`src/hw/rtl/spvi_pkg.sv`:
```
// shared types, widths and constants for the variable-integral speed pid
package spvi_pkg;

    // data path widths
    localparam int DATA_WIDTH = 16;
    localparam int GAIN_W     = 16;
    localparam int LIM_W      = 15;
    localparam int OPA_W      = DATA_WIDTH + 1;        // signed multiplicand
    localparam int OPB_W      = GAIN_W + 1;            // unsigned multiplier
    localparam int PROD_W     = OPA_W + OPB_W + 1;     // signed product
    localparam int ACC_W      = PROD_W + 1;
    localparam int FRAC_SHIFT = 12;
    localparam int Y_W        = ACC_W - FRAC_SHIFT;
    localparam int INT_W      = DATA_WIDTH + 2;        // integral sum before clamp

    // divisor and coefficient
    localparam int DEN_W       = 33;
    localparam int Q_W         = 17;
    localparam int C_NUM_SHIFT = 36;
    localparam int INC_SHIFT   = 16;
    localparam logic [DEN_W-1:0] DEN_ONE      = DEN_W'(1) << 20;
    localparam logic [DEN_W-1:0] DIV_REM_INIT = DEN_W'(1) << (C_NUM_SHIFT - Q_W);

    // step counters
    localparam int MUL_STEPS = OPB_W;
    localparam int DIV_STEPS = Q_W;
    localparam int CNT_W     = 5;

    // error saturation bounds
    localparam logic signed [DATA_WIDTH-1:0] E_MAX = {1'b0, {(DATA_WIDTH-1){1'b1}}};
    localparam logic signed [DATA_WIDTH-1:0] E_MIN = {1'b1, {(DATA_WIDTH-1){1'b0}}};

    // configuration register map
    localparam int CFG_IDX_W = 3;
    localparam logic [CFG_IDX_W-1:0] REG_KP        = 3'd0;
    localparam logic [CFG_IDX_W-1:0] REG_KI        = 3'd1;
    localparam logic [CFG_IDX_W-1:0] REG_KD        = 3'd2;
    localparam logic [CFG_IDX_W-1:0] REG_SLOPE     = 3'd3;
    localparam logic [CFG_IDX_W-1:0] REG_INT_LIMIT = 3'd4;
    localparam logic [CFG_IDX_W-1:0] REG_OUT_LIMIT = 3'd5;

    // reset values
    localparam logic [GAIN_W-1:0] KP_RESET        = 16'd2458;
    localparam logic [GAIN_W-1:0] KI_RESET        = 16'd82;
    localparam logic [GAIN_W-1:0] KD_RESET        = 16'd410;
    localparam logic [GAIN_W-1:0] SLOPE_RESET     = 16'd819;
    localparam logic [LIM_W-1:0]  INT_LIMIT_RESET = 15'd2560;
    localparam logic [LIM_W-1:0]  OUT_LIMIT_RESET = 15'd6400;

    typedef struct packed {
        logic                     start;
        logic signed [OPA_W-1:0]  mcand;
        logic        [OPB_W-1:0]  mplier;
    } t_mul_req;

    typedef struct packed {
        logic                     busy;
        logic                     done;
        logic signed [PROD_W-1:0] prod;
    } t_mul_rsp;

    typedef struct packed {
        logic             start;
        logic [DEN_W-1:0] den;
    } t_div_req;

    typedef struct packed {
        logic           busy;
        logic           done;
        logic [Q_W-1:0] quot;
    } t_div_rsp;

endpackage

```
`src/hw/rtl/spvi_mul.sv`:
```
// bit-serial shift-add multiplier, signed multiplicand by unsigned multiplier
module spvi_mul (
    input  logic                i_clk,
    input  logic                i_rst_n,
    input  spvi_pkg::t_mul_req  i_req,
    output spvi_pkg::t_mul_rsp  o_rsp
);

    logic                               r_busy;
    logic                               r_done;
    logic [spvi_pkg::CNT_W-1:0]         r_cnt;
    logic signed [spvi_pkg::OPA_W-1:0]  r_mcand;
    logic signed [spvi_pkg::OPA_W:0]    r_hi;
    logic [spvi_pkg::OPB_W-1:0]         r_lo;

    logic signed [spvi_pkg::OPA_W:0]    addend;
    logic signed [spvi_pkg::OPA_W:0]    sum;

    // add the multiplicand when the current multiplier bit is set
    assign addend = r_lo[0] ? {r_mcand[spvi_pkg::OPA_W-1], r_mcand} : '0;
    assign sum    = r_hi + addend;

    always_ff @(posedge i_clk) begin
        if (!i_rst_n) begin
            r_busy <= 1'b0;
            r_done <= 1'b0;
            r_cnt  <= '0;
        end else begin
            r_done <= 1'b0;
            if (i_req.start) begin
                r_busy <= 1'b1;
                r_cnt  <= spvi_pkg::CNT_W'(spvi_pkg::MUL_STEPS);
            end else if (r_busy) begin
                r_cnt <= r_cnt - spvi_pkg::CNT_W'(1);
                if (r_cnt == spvi_pkg::CNT_W'(1)) begin
                    r_busy <= 1'b0;
                    r_done <= 1'b1;
                end
            end
        end
    end

    // partial product shifts right one bit per step
    always_ff @(posedge i_clk) begin
        if (i_req.start) begin
            r_mcand <= i_req.mcand;
            r_hi    <= '0;
            r_lo    <= i_req.mplier;
        end else if (r_busy) begin
            r_hi <= {sum[spvi_pkg::OPA_W], sum[spvi_pkg::OPA_W:1]};
            r_lo <= {sum[0], r_lo[spvi_pkg::OPB_W-1:1]};
        end
    end

    assign o_rsp.busy = r_busy;
    assign o_rsp.done = r_done;
    assign o_rsp.prod = {r_hi, r_lo};

endmodule

```
`src/hw/rtl/spvi_div.sv`:
```
// restoring divider, one quotient bit per cycle, fixed dividend 2^36
module spvi_div (
    input  logic                i_clk,
    input  logic                i_rst_n,
    input  spvi_pkg::t_div_req  i_req,
    output spvi_pkg::t_div_rsp  o_rsp
);

    logic                           r_busy;
    logic                           r_done;
    logic [spvi_pkg::CNT_W-1:0]     r_cnt;
    logic [spvi_pkg::DEN_W-1:0]     r_den;
    logic [spvi_pkg::DEN_W-1:0]     r_rem;
    logic [spvi_pkg::Q_W-1:0]       r_quot;

    logic [spvi_pkg::DEN_W:0]       trial;
    logic [spvi_pkg::DEN_W+1:0]     diff;
    logic                           fits;

    // dividend below the quotient window is all zero, so shift in zeros
    assign trial = {r_rem, 1'b0};
    assign diff  = {1'b0, trial} - {2'b00, r_den};
    assign fits  = ~diff[spvi_pkg::DEN_W+1];

    always_ff @(posedge i_clk) begin
        if (!i_rst_n) begin
            r_busy <= 1'b0;
            r_done <= 1'b0;
            r_cnt  <= '0;
        end else begin
            r_done <= 1'b0;
            if (i_req.start) begin
                r_busy <= 1'b1;
                r_cnt  <= spvi_pkg::CNT_W'(spvi_pkg::DIV_STEPS);
            end else if (r_busy) begin
                r_cnt <= r_cnt - spvi_pkg::CNT_W'(1);
                if (r_cnt == spvi_pkg::CNT_W'(1)) begin
                    r_busy <= 1'b0;
                    r_done <= 1'b1;
                end
            end
        end
    end

    always_ff @(posedge i_clk) begin
        if (i_req.start) begin
            r_den  <= i_req.den;
            r_rem  <= spvi_pkg::DIV_REM_INIT;
            r_quot <= '0;
        end else if (r_busy) begin
            r_rem  <= fits ? diff[spvi_pkg::DEN_W-1:0] : trial[spvi_pkg::DEN_W-1:0];
            r_quot <= {r_quot[spvi_pkg::Q_W-2:0], fits};
        end
    end

    assign o_rsp.busy = r_busy;
    assign o_rsp.done = r_done;
    assign o_rsp.quot = r_quot;

endmodule

```
`src/hw/rtl/speed_pid_variable_integral.sv`:
```
// speed pid controller with variable-speed integration, top level
//
// one transfer on the s_axis channel is one control tick: setpoint and measured
// speed in signed q8.8. the block answers each tick with exactly one transfer on
// m_axis: the clamped drive value and a flag set when the output limit applied.
// gains, integral slope and the two limits are written over the cfg channel
// (index, data), which is always ready; write them only while no tick is open.
// a tick makes six passes through the bit-serial units: slope * |e|, the
// 17-step divide for the coefficient, |e| * c, then kp, ki and kd products,
// each with 17 shift steps, and then loads the output register. one tick is
// worked at a time, so a new tick is not taken until the last one is through;
// input ready returns as the result loads. the result sits in an output
// register, so the next tick is taken while the previous result still waits;
// a stalled receiver only holds the last step until the register frees up.
// reset (synchronous, active low) restores the register defaults and clears
// the integral and the stored last error.
module speed_pid_variable_integral (
    input  logic        i_clk,
    input  logic        i_rst_n,
    // input ticks
    input  logic        s_axis_tvalid,
    output logic        s_axis_tready,
    input  logic [31:0] s_axis_tdata,   // [15:0] setpoint, [31:16] measured
    // results
    output logic        m_axis_tvalid,
    input  logic        m_axis_tready,
    output logic [15:0] m_axis_tdata,   // [15:0] drive
    output logic        m_axis_tuser,   // [0] clamped
    // configuration writes
    input  logic        i_cfg_valid,
    output logic        o_cfg_ready,
    input  logic [2:0]  i_cfg_index,
    input  logic [15:0] i_cfg_data
);

    localparam int DW = spvi_pkg::DATA_WIDTH;

    // sequencer states
    localparam logic [2:0] ST_IDLE = 3'd0;
    localparam logic [2:0] ST_DEN  = 3'd1;
    localparam logic [2:0] ST_DIV  = 3'd2;
    localparam logic [2:0] ST_INC  = 3'd3;
    localparam logic [2:0] ST_KP   = 3'd4;
    localparam logic [2:0] ST_KI   = 3'd5;
    localparam logic [2:0] ST_KD   = 3'd6;
    localparam logic [2:0] ST_OUT  = 3'd7;

    // configuration registers
    logic [spvi_pkg::GAIN_W-1:0] r_kp;
    logic [spvi_pkg::GAIN_W-1:0] r_ki;
    logic [spvi_pkg::GAIN_W-1:0] r_kd;
    logic [spvi_pkg::GAIN_W-1:0] r_slope;
    logic [spvi_pkg::LIM_W-1:0]  r_int_lim;
    logic [spvi_pkg::LIM_W-1:0]  r_out_lim;

    // control
    logic [2:0] r_state;
    logic       r_go;
    logic       r_mvalid;

    // controller state and per-tick working values
    logic signed [DW-1:0]                r_last;
    logic signed [DW-1:0]                r_integ;
    logic signed [DW-1:0]                r_err;
    logic        [DW-1:0]                r_mag;
    logic signed [DW:0]                  r_de;
    logic        [spvi_pkg::DEN_W-1:0]   r_den;
    logic        [spvi_pkg::Q_W-1:0]     r_c;
    logic signed [spvi_pkg::ACC_W-1:0]   r_acc;
    logic signed [DW-1:0]                r_drive;
    logic                                r_clamped;

    spvi_pkg::t_mul_req mul_req;
    spvi_pkg::t_mul_rsp mul_rsp;
    spvi_pkg::t_div_req div_req;
    spvi_pkg::t_div_rsp div_rsp;

    logic                               in_xfer;
    logic                               out_free;
    logic signed [DW-1:0]               in_sp;
    logic signed [DW-1:0]               in_ms;
    logic signed [DW:0]                 diff;
    logic signed [DW-1:0]               e_sat;
    logic signed [DW:0]                 e_neg;
    logic signed [DW:0]                 de;
    logic        [spvi_pkg::Q_W-1:0]    inc_mag;
    logic signed [spvi_pkg::INT_W-1:0]  isum;
    logic signed [spvi_pkg::INT_W-1:0]  ilim;
    logic signed [DW-1:0]               n_integ;
    logic signed [spvi_pkg::ACC_W-1:0]  prod_ext;
    logic signed [spvi_pkg::Y_W-1:0]    y;
    logic signed [spvi_pkg::Y_W-1:0]    olim;
    logic signed [spvi_pkg::Y_W-1:0]    n_drive_y;

    assign s_axis_tready = (r_state == ST_IDLE);
    assign in_xfer       = s_axis_tvalid && s_axis_tready;
    assign out_free      = !r_mvalid || m_axis_tready;
    assign o_cfg_ready   = 1'b1;

    // error, saturated to the data width
    assign in_sp = $signed(s_axis_tdata[15:0]);
    assign in_ms = $signed(s_axis_tdata[31:16]);
    assign diff  = {in_sp[DW-1], in_sp} - {in_ms[DW-1], in_ms};
    always_comb begin
        if (diff[DW] != diff[DW-1]) begin
            e_sat = diff[DW] ? spvi_pkg::E_MIN : spvi_pkg::E_MAX;
        end else begin
            e_sat = diff[DW-1:0];
        end
    end
    assign e_neg = -{e_sat[DW-1], e_sat};
    assign de    = {e_sat[DW-1], e_sat} - {r_last[DW-1], r_last};

    // operand selection for the shared multiplier
    always_comb begin
        mul_req.start = r_go && (r_state == ST_DEN || r_state == ST_INC ||
                                 r_state == ST_KP || r_state == ST_KI || r_state == ST_KD);
        case (r_state)
            ST_INC: begin
                mul_req.mcand  = {1'b0, r_mag};
                mul_req.mplier = r_c;
            end
            ST_KP: begin
                mul_req.mcand  = {r_err[DW-1], r_err};
                mul_req.mplier = {1'b0, r_kp};
            end
            ST_KI: begin
                mul_req.mcand  = {r_integ[DW-1], r_integ};
                mul_req.mplier = {1'b0, r_ki};
            end
            ST_KD: begin
                mul_req.mcand  = r_de;
                mul_req.mplier = {1'b0, r_kd};
            end
            default: begin
                mul_req.mcand  = {1'b0, r_mag};
                mul_req.mplier = {1'b0, r_slope};
            end
        endcase
    end

    assign div_req.start = r_go && (r_state == ST_DIV);
    assign div_req.den   = r_den;

    spvi_mul u_mul (
        .i_clk   (i_clk),
        .i_rst_n (i_rst_n),
        .i_req   (mul_req),
        .o_rsp   (mul_rsp)
    );

    spvi_div u_div (
        .i_clk   (i_clk),
        .i_rst_n (i_rst_n),
        .i_req   (div_req),
        .o_rsp   (div_rsp)
    );

    // integral step: add the scaled error with the sign of the error, then clamp
    assign inc_mag = mul_rsp.prod[spvi_pkg::INC_SHIFT +: spvi_pkg::Q_W];
    assign ilim    = {3'b000, r_int_lim};
    always_comb begin
        if (r_err[DW-1]) begin
            isum = {{2{r_integ[DW-1]}}, r_integ} - {1'b0, inc_mag};
        end else begin
            isum = {{2{r_integ[DW-1]}}, r_integ} + {1'b0, inc_mag};
        end
        if (isum > ilim) begin
            n_integ = ilim[DW-1:0];
        end else if (isum < -ilim) begin
            n_integ = DW'(-ilim);
        end else begin
            n_integ = isum[DW-1:0];
        end
    end

    assign prod_ext = {mul_rsp.prod[spvi_pkg::PROD_W-1], mul_rsp.prod};

    // floor shift of the accumulator, then the symmetric output clamp
    assign y    = r_acc[spvi_pkg::ACC_W-1:spvi_pkg::FRAC_SHIFT];
    assign olim = {{(spvi_pkg::Y_W-spvi_pkg::LIM_W){1'b0}}, r_out_lim};
    always_comb begin
        if (y > olim) begin
            n_drive_y = olim;
        end else if (y < -olim) begin
            n_drive_y = -olim;
        end else begin
            n_drive_y = y;
        end
    end

    // configuration writes; indexes past the list are dropped
    always_ff @(posedge i_clk) begin
        if (!i_rst_n) begin
            r_kp      <= spvi_pkg::KP_RESET;
            r_ki      <= spvi_pkg::KI_RESET;
            r_kd      <= spvi_pkg::KD_RESET;
            r_slope   <= spvi_pkg::SLOPE_RESET;
            r_int_lim <= spvi_pkg::INT_LIMIT_RESET;
            r_out_lim <= spvi_pkg::OUT_LIMIT_RESET;
        end else if (i_cfg_valid && o_cfg_ready) begin
            case (i_cfg_index)
                spvi_pkg::REG_KP:        r_kp      <= i_cfg_data;
                spvi_pkg::REG_KI:        r_ki      <= i_cfg_data;
                spvi_pkg::REG_KD:        r_kd      <= i_cfg_data;
                spvi_pkg::REG_SLOPE:     r_slope   <= i_cfg_data;
                spvi_pkg::REG_INT_LIMIT: r_int_lim <= i_cfg_data[spvi_pkg::LIM_W-1:0];
                spvi_pkg::REG_OUT_LIMIT: r_out_lim <= i_cfg_data[spvi_pkg::LIM_W-1:0];
                default: ;
            endcase
        end
    end

    // sequencer and controller state
    always_ff @(posedge i_clk) begin
        if (!i_rst_n) begin
            r_state  <= ST_IDLE;
            r_go     <= 1'b0;
            r_mvalid <= 1'b0;
            r_last   <= '0;
            r_integ  <= '0;
        end else begin
            r_go <= 1'b0;
            if (r_mvalid && m_axis_tready) begin
                r_mvalid <= 1'b0;
            end
            case (r_state)
                ST_IDLE: begin
                    if (in_xfer) begin
                        r_state <= ST_DEN;
                        r_go    <= 1'b1;
                    end
                end
                ST_DEN: begin
                    if (mul_rsp.done) begin
                        r_state <= ST_DIV;
                        r_go    <= 1'b1;
                    end
                end
                ST_DIV: begin
                    if (div_rsp.done) begin
                        r_state <= ST_INC;
                        r_go    <= 1'b1;
                    end
                end
                ST_INC: begin
                    if (mul_rsp.done) begin
                        r_integ <= n_integ;
                        r_state <= ST_KP;
                        r_go    <= 1'b1;
                    end
                end
                ST_KP: begin
                    if (mul_rsp.done) begin
                        r_state <= ST_KI;
                        r_go    <= 1'b1;
                    end
                end
                ST_KI: begin
                    if (mul_rsp.done) begin
                        r_state <= ST_KD;
                        r_go    <= 1'b1;
                    end
                end
                ST_KD: begin
                    if (mul_rsp.done) begin
                        r_state <= ST_OUT;
                    end
                end
                ST_OUT: begin
                    // wait here while the receiver still holds the previous result
                    if (out_free) begin
                        r_mvalid <= 1'b1;
                        r_last   <= r_err;
                        r_state  <= ST_IDLE;
                    end
                end
                default: begin
                    r_state <= ST_IDLE;
                end
            endcase
        end
    end

    // per-tick data path registers
    always_ff @(posedge i_clk) begin
        if (in_xfer) begin
            r_err <= e_sat;
            r_mag <= e_sat[DW-1] ? e_neg[DW-1:0] : e_sat;
            r_de  <= de;
        end
        if (r_state == ST_DEN && mul_rsp.done) begin
            r_den <= mul_rsp.prod[spvi_pkg::DEN_W-1:0] + spvi_pkg::DEN_ONE;
        end
        if (r_state == ST_DIV && div_rsp.done) begin
            r_c <= div_rsp.quot;
        end
        if (r_state == ST_KP && mul_rsp.done) begin
            r_acc <= prod_ext;
        end
        if ((r_state == ST_KI || r_state == ST_KD) && mul_rsp.done) begin
            r_acc <= r_acc + prod_ext;
        end
        if (r_state == ST_OUT && out_free) begin
            r_drive   <= n_drive_y[DW-1:0];
            r_clamped <= (n_drive_y != y);
        end
    end

    assign m_axis_tvalid = r_mvalid;
    assign m_axis_tdata  = r_drive;
    assign m_axis_tuser  = r_clamped;

    // the multiplier and the divider never run at once
    a_units_exclusive: assert property (@(posedge i_clk) disable iff (!i_rst_n)
        !(mul_rsp.busy && div_rsp.busy))
        else $error("multiplier and divider busy together");

    // a product only completes in a state that launched one
    a_mul_done_state: assert property (@(posedge i_clk) disable iff (!i_rst_n)
        mul_rsp.done |-> (r_state == ST_DEN || r_state == ST_INC || r_state == ST_KP ||
                          r_state == ST_KI || r_state == ST_KD))
        else $error("multiplier done outside a multiply step");

    // a clamped result sits exactly on one of the output limits
    a_clamp_at_limit: assert property (@(posedge i_clk) disable iff (!i_rst_n)
        (m_axis_tvalid && m_axis_tuser) |->
            ($signed(m_axis_tdata) == $signed({1'b0, r_out_lim}) ||
             $signed(m_axis_tdata) == -$signed({1'b0, r_out_lim})))
        else $error("clamped result not at the output limit");

    // the sequencer only leaves idle on an accepted tick
    a_start_on_xfer: assert property (@(posedge i_clk) disable iff (!i_rst_n)
        (r_state == ST_IDLE && !in_xfer) |=> (r_state == ST_IDLE))
        else $error("sequencer left idle without an input transfer");

endmodule

```
`config.mk`:
```
export PLATFORM = sky130hd
export DESIGN_NAME = speed_pid_variable_integral
export DESIGN_NICKNAME = d
export VERILOG_FILES = /design/src/hw/rtl/spvi_pkg.sv /design/src/hw/rtl/spvi_mul.sv /design/src/hw/rtl/spvi_div.sv /design/src/hw/rtl/speed_pid_variable_integral.sv
export SDC_FILE = /design/constraint.sdc
export NUM_CORES = 1
export LEC_CHECK = 0
export BUFFER_PORTS_ARGS = -buffer_cell sky130_fd_sc_hd__buf_2
export CORE_MARGIN = 1.5
export CORE_UTILIZATION = 52
export CTS_BUF_LIST = sky130_fd_sc_hd__clkbuf_4
export DETAILED_ROUTE_END_ITERATION = 7
export HOLD_SLACK_MARGIN = 0.05
export PLACE_DENSITY_LB_ADDON = 0.15
export RECOVER_POWER = 50
export SLEW_MARGIN = 20
export SYNTH_ARGS = -nofsm -noshare
export SYNTH_HDL_FRONTEND = slang
export SYNTH_HIERARCHICAL = 1
export SYNTH_SLANG_ARGS = --single-unit
export TNS_END_PERCENT = 20
```
`constraint.sdc`:
```
create_clock -name i_clk -period 13.9 [get_ports i_clk]
set_clock_uncertainty 0.15 [all_clocks]
set_input_delay 0.695 -clock i_clk [delete_from_list [all_inputs] [get_ports i_clk]]
set_output_delay 0.695 -clock i_clk [all_outputs]
set_load 0.005 [all_outputs]
```
==> flow_summary.toml <==
[run_status]
outcome = "finished with violations"
violations = "max-capacitance violations, max-slew violations"

[placement]
io_buffer_count = 74
pre_cts_ws_ns = 6.88
gp_congestion = 0.921
dp_hpwl_mm = 53.7

[routing]
wl_per_cell_um = 18.7
firstDrtPassIters = 6
drtIter0Drc = 1953
vias_per_cell = 5.91
drtAntennaViolNets = 0
dr_total_vias = 23368
drc_errors = 0
postRouteWirelength_mm = 74.1

[floorplan]
dieArea_mm2 = 0.0548
die_w_um = 234
pin_count = 76
initial_core_util = 0.527
die_y_um = 234
core-area_mm2 = 0.0527
num_rows = 84

[synthesis]
yosysWarnings = 6
syn_area_mm2 = 0.0277
synthCells = 3081
synth_nets = 3360
synth.avg_cell_area_um2 = 9.01

[power_and_ir_drop]
leakagePower_nw = 12.3
finalPower_mw = 5.30
irDropWorstVdd_v = 0.0000935
powerDensity_mw_per_mm2 = 175

[sta]
setup_slack_ns = 7.55
tns_ns = 0
maxSlewViolCount = 363
worst_slew_pin_slew_ns = 4.00
fmax_mhz = 158
rsz0062_at_grt = "no"
setup_viol = 0
period_needed_ns = 6.35
min_period_over_period = 0.456
slew_headroom = -1.66
hold_viol = 0

[worst_setup_path]
critPathLaunch = "u_mul/r_lo[16]"
critical_path_class = "reg -> reg"
r2r-start = "u_mul/r_lo[16]"
timing.rr.end = "r_integ[1]"
crit_end = "r_integ[1]"
crit_arrival_ns = 6.95
cp-end-kind = "flip-flop"
start_kind = "flip-flop"
cp_max_fo = 23
critPathRequiredTime_ns = 14.50
reg2reg_setup_slack_ns = 7.55
reg2reg_depth = 24

[clock_tree]
clk_latency_ns = 0.90
h-tree-depth = 3
ctsResizeCount = 0
clock_path_buffers = 3
cts_root_buffer = "clkbuf_4"
cts_made_buffers = 116
path_clk_slew_ns = 0.06
clock_sinks = 430
cts_tree = "built"

[layout]
fin_nets = 3442
nFillCells = 4795
syn_to_final_growth_pct = 9.43
drive_gt1_frac = 0.110

[global_route]
grt_use_total = 0.271
grt_antenna_before_repair = 2
grt_pass1_wl_mm = 118
grt_pass1_vias = 22240
overflow = 0
grt_max_degree = 98

[flow_run]
max_cap_viol_count = 6

[hold_path]
hp-class = "in -> reg"
-- area by class of cell --
type	instances	area [µm²]	share of cell area
well taps	688	861	0.0283
clock inverters	35	224	0.00738
clock buffers	182	1370	0.0450
inverters	184	691	0.0227
flip-flops and latches	430	10800	0.355
diodes	3	7.51	0.000247
multi-input cells	2315	15700	0.518
repair buffers	116	711	0.0234
-- cells in the final DEF (no fill, tap or decap), drive strengths merged, types with 34 or more instances in the layout --
master	instances
a211oi	34
a21boi	99
a21o	67
a21oi	167
a31oi	39
and2	35
buf	92
clkbuf	190
dfxtp	212
edfxtp	218
ha	217
inv	185
mux2i	65
nand2	436
nand3	82
nand4	36
nor2	207
nor3	67
o21ai	125
xnor2	127
xor2	58
-- through the flow --
| step | hold slack (ns) | area (µm²) | util | std cells |
|---|---|---|---|---|
| after global routing | 0.101 | 30400 | 0.577 | 3953 |
| after floorplan | 0.250 | 27700 | - | 3081 |
| after global placement | 0.250 | 28600 | 0.544 | 3716 |
| after CTS | 0.0522 | 30400 | 0.577 | 3949 |
| after detailed placement | 0.255 | 28600 | 0.544 | 3716 |
| final | 0.138 | 30400 | 0.577 | 3953 |
-- worst min path at each step --
stage,startpoint,endpoint,slack [ns],depth (start not counted)
final,m_axis_tready,m_axis_tvalid,0.14,3
after CTS,i_rst_n,r_state[2],0.05,2
after global placement,r_den[18],u_div/r_den[18],0.25,0
after global routing,m_axis_tready,m_axis_tvalid,0.10,3
after detailed placement,r_den[14],u_div/r_den[14],0.25,0
after floorplan,r_den[0],u_div/r_den[0],0.25,0
-- power by group --
group	switching, mW	internal (mW)
Clock	0.554	0.636
Combinational	1.41	0.958
Sequential	0.173	1.58
Total	2.13	3.17
-- layer usage --
| layer | wire [µm] | vias to the layer above | global-route usage |
|---|---|---|---|
| met5 | 0 | - | 0 |
| met4 | 1780 | 0 | 0.0843 |
| met3 | 4640 | 123 | 0.0411 |
| met2 | 34400 | 764 | 0.443 |
| met1 | 33200 | 11085 | 0.368 |
| li1 | - | 11396 | - |
-- state kept, by name (all words and copies together) (netlist names), 3 cells and up --
register	cells
r_kd	16
u_div/r_den	33
r_den	33
r_integ	16
r_de	17
u_mul/r_hi	17
r_slope	16
r_out_lim	15
u_div/r_quot	17
r_state	3
u_mul/r_mcand	17
r_int_lim	15
r_last	16
u_mul/r_cnt	5
r_kp	16
r_ki	16
r_c	17
u_div/r_rem	33
r_mag	15
m_axis_tdata	16
r_err	16
u_mul/r_lo	17
u_div/r_cnt	5
r_acc	36
-- timing repair --
item	4_1_cts	5_1_grt
setup buffers	0	0
hold buffers	16	0
hold endpoints to repair	94	0
-- critical path, stage by stage (launching register included) --
cell and delay [ns]:
edfxtp_1 0.66, inv_1 0.17, ha_1 0.23, nand3_1 0.13
nor3_1 0.22, nor2_1 0.09, xnor2_1 0.28, ha_1 0.34
a21oi_1 0.29, a2bb2oi_1 0.27, o31ai_1 0.13, o21ai_0 0.18
nand2b_1 0.09, xor2_1 0.32, ha_1 0.31, nor2b_1 0.13
o21ai_0 0.15, a21oi_1 0.08, nor2_1 0.09, o31a_1 0.17
nand3_1 0.60, nand3_1 0.57, mux2i_1 0.26, mux2i_1 0.10
a22o_1 0.21
(Power assumes the default switching activity.)
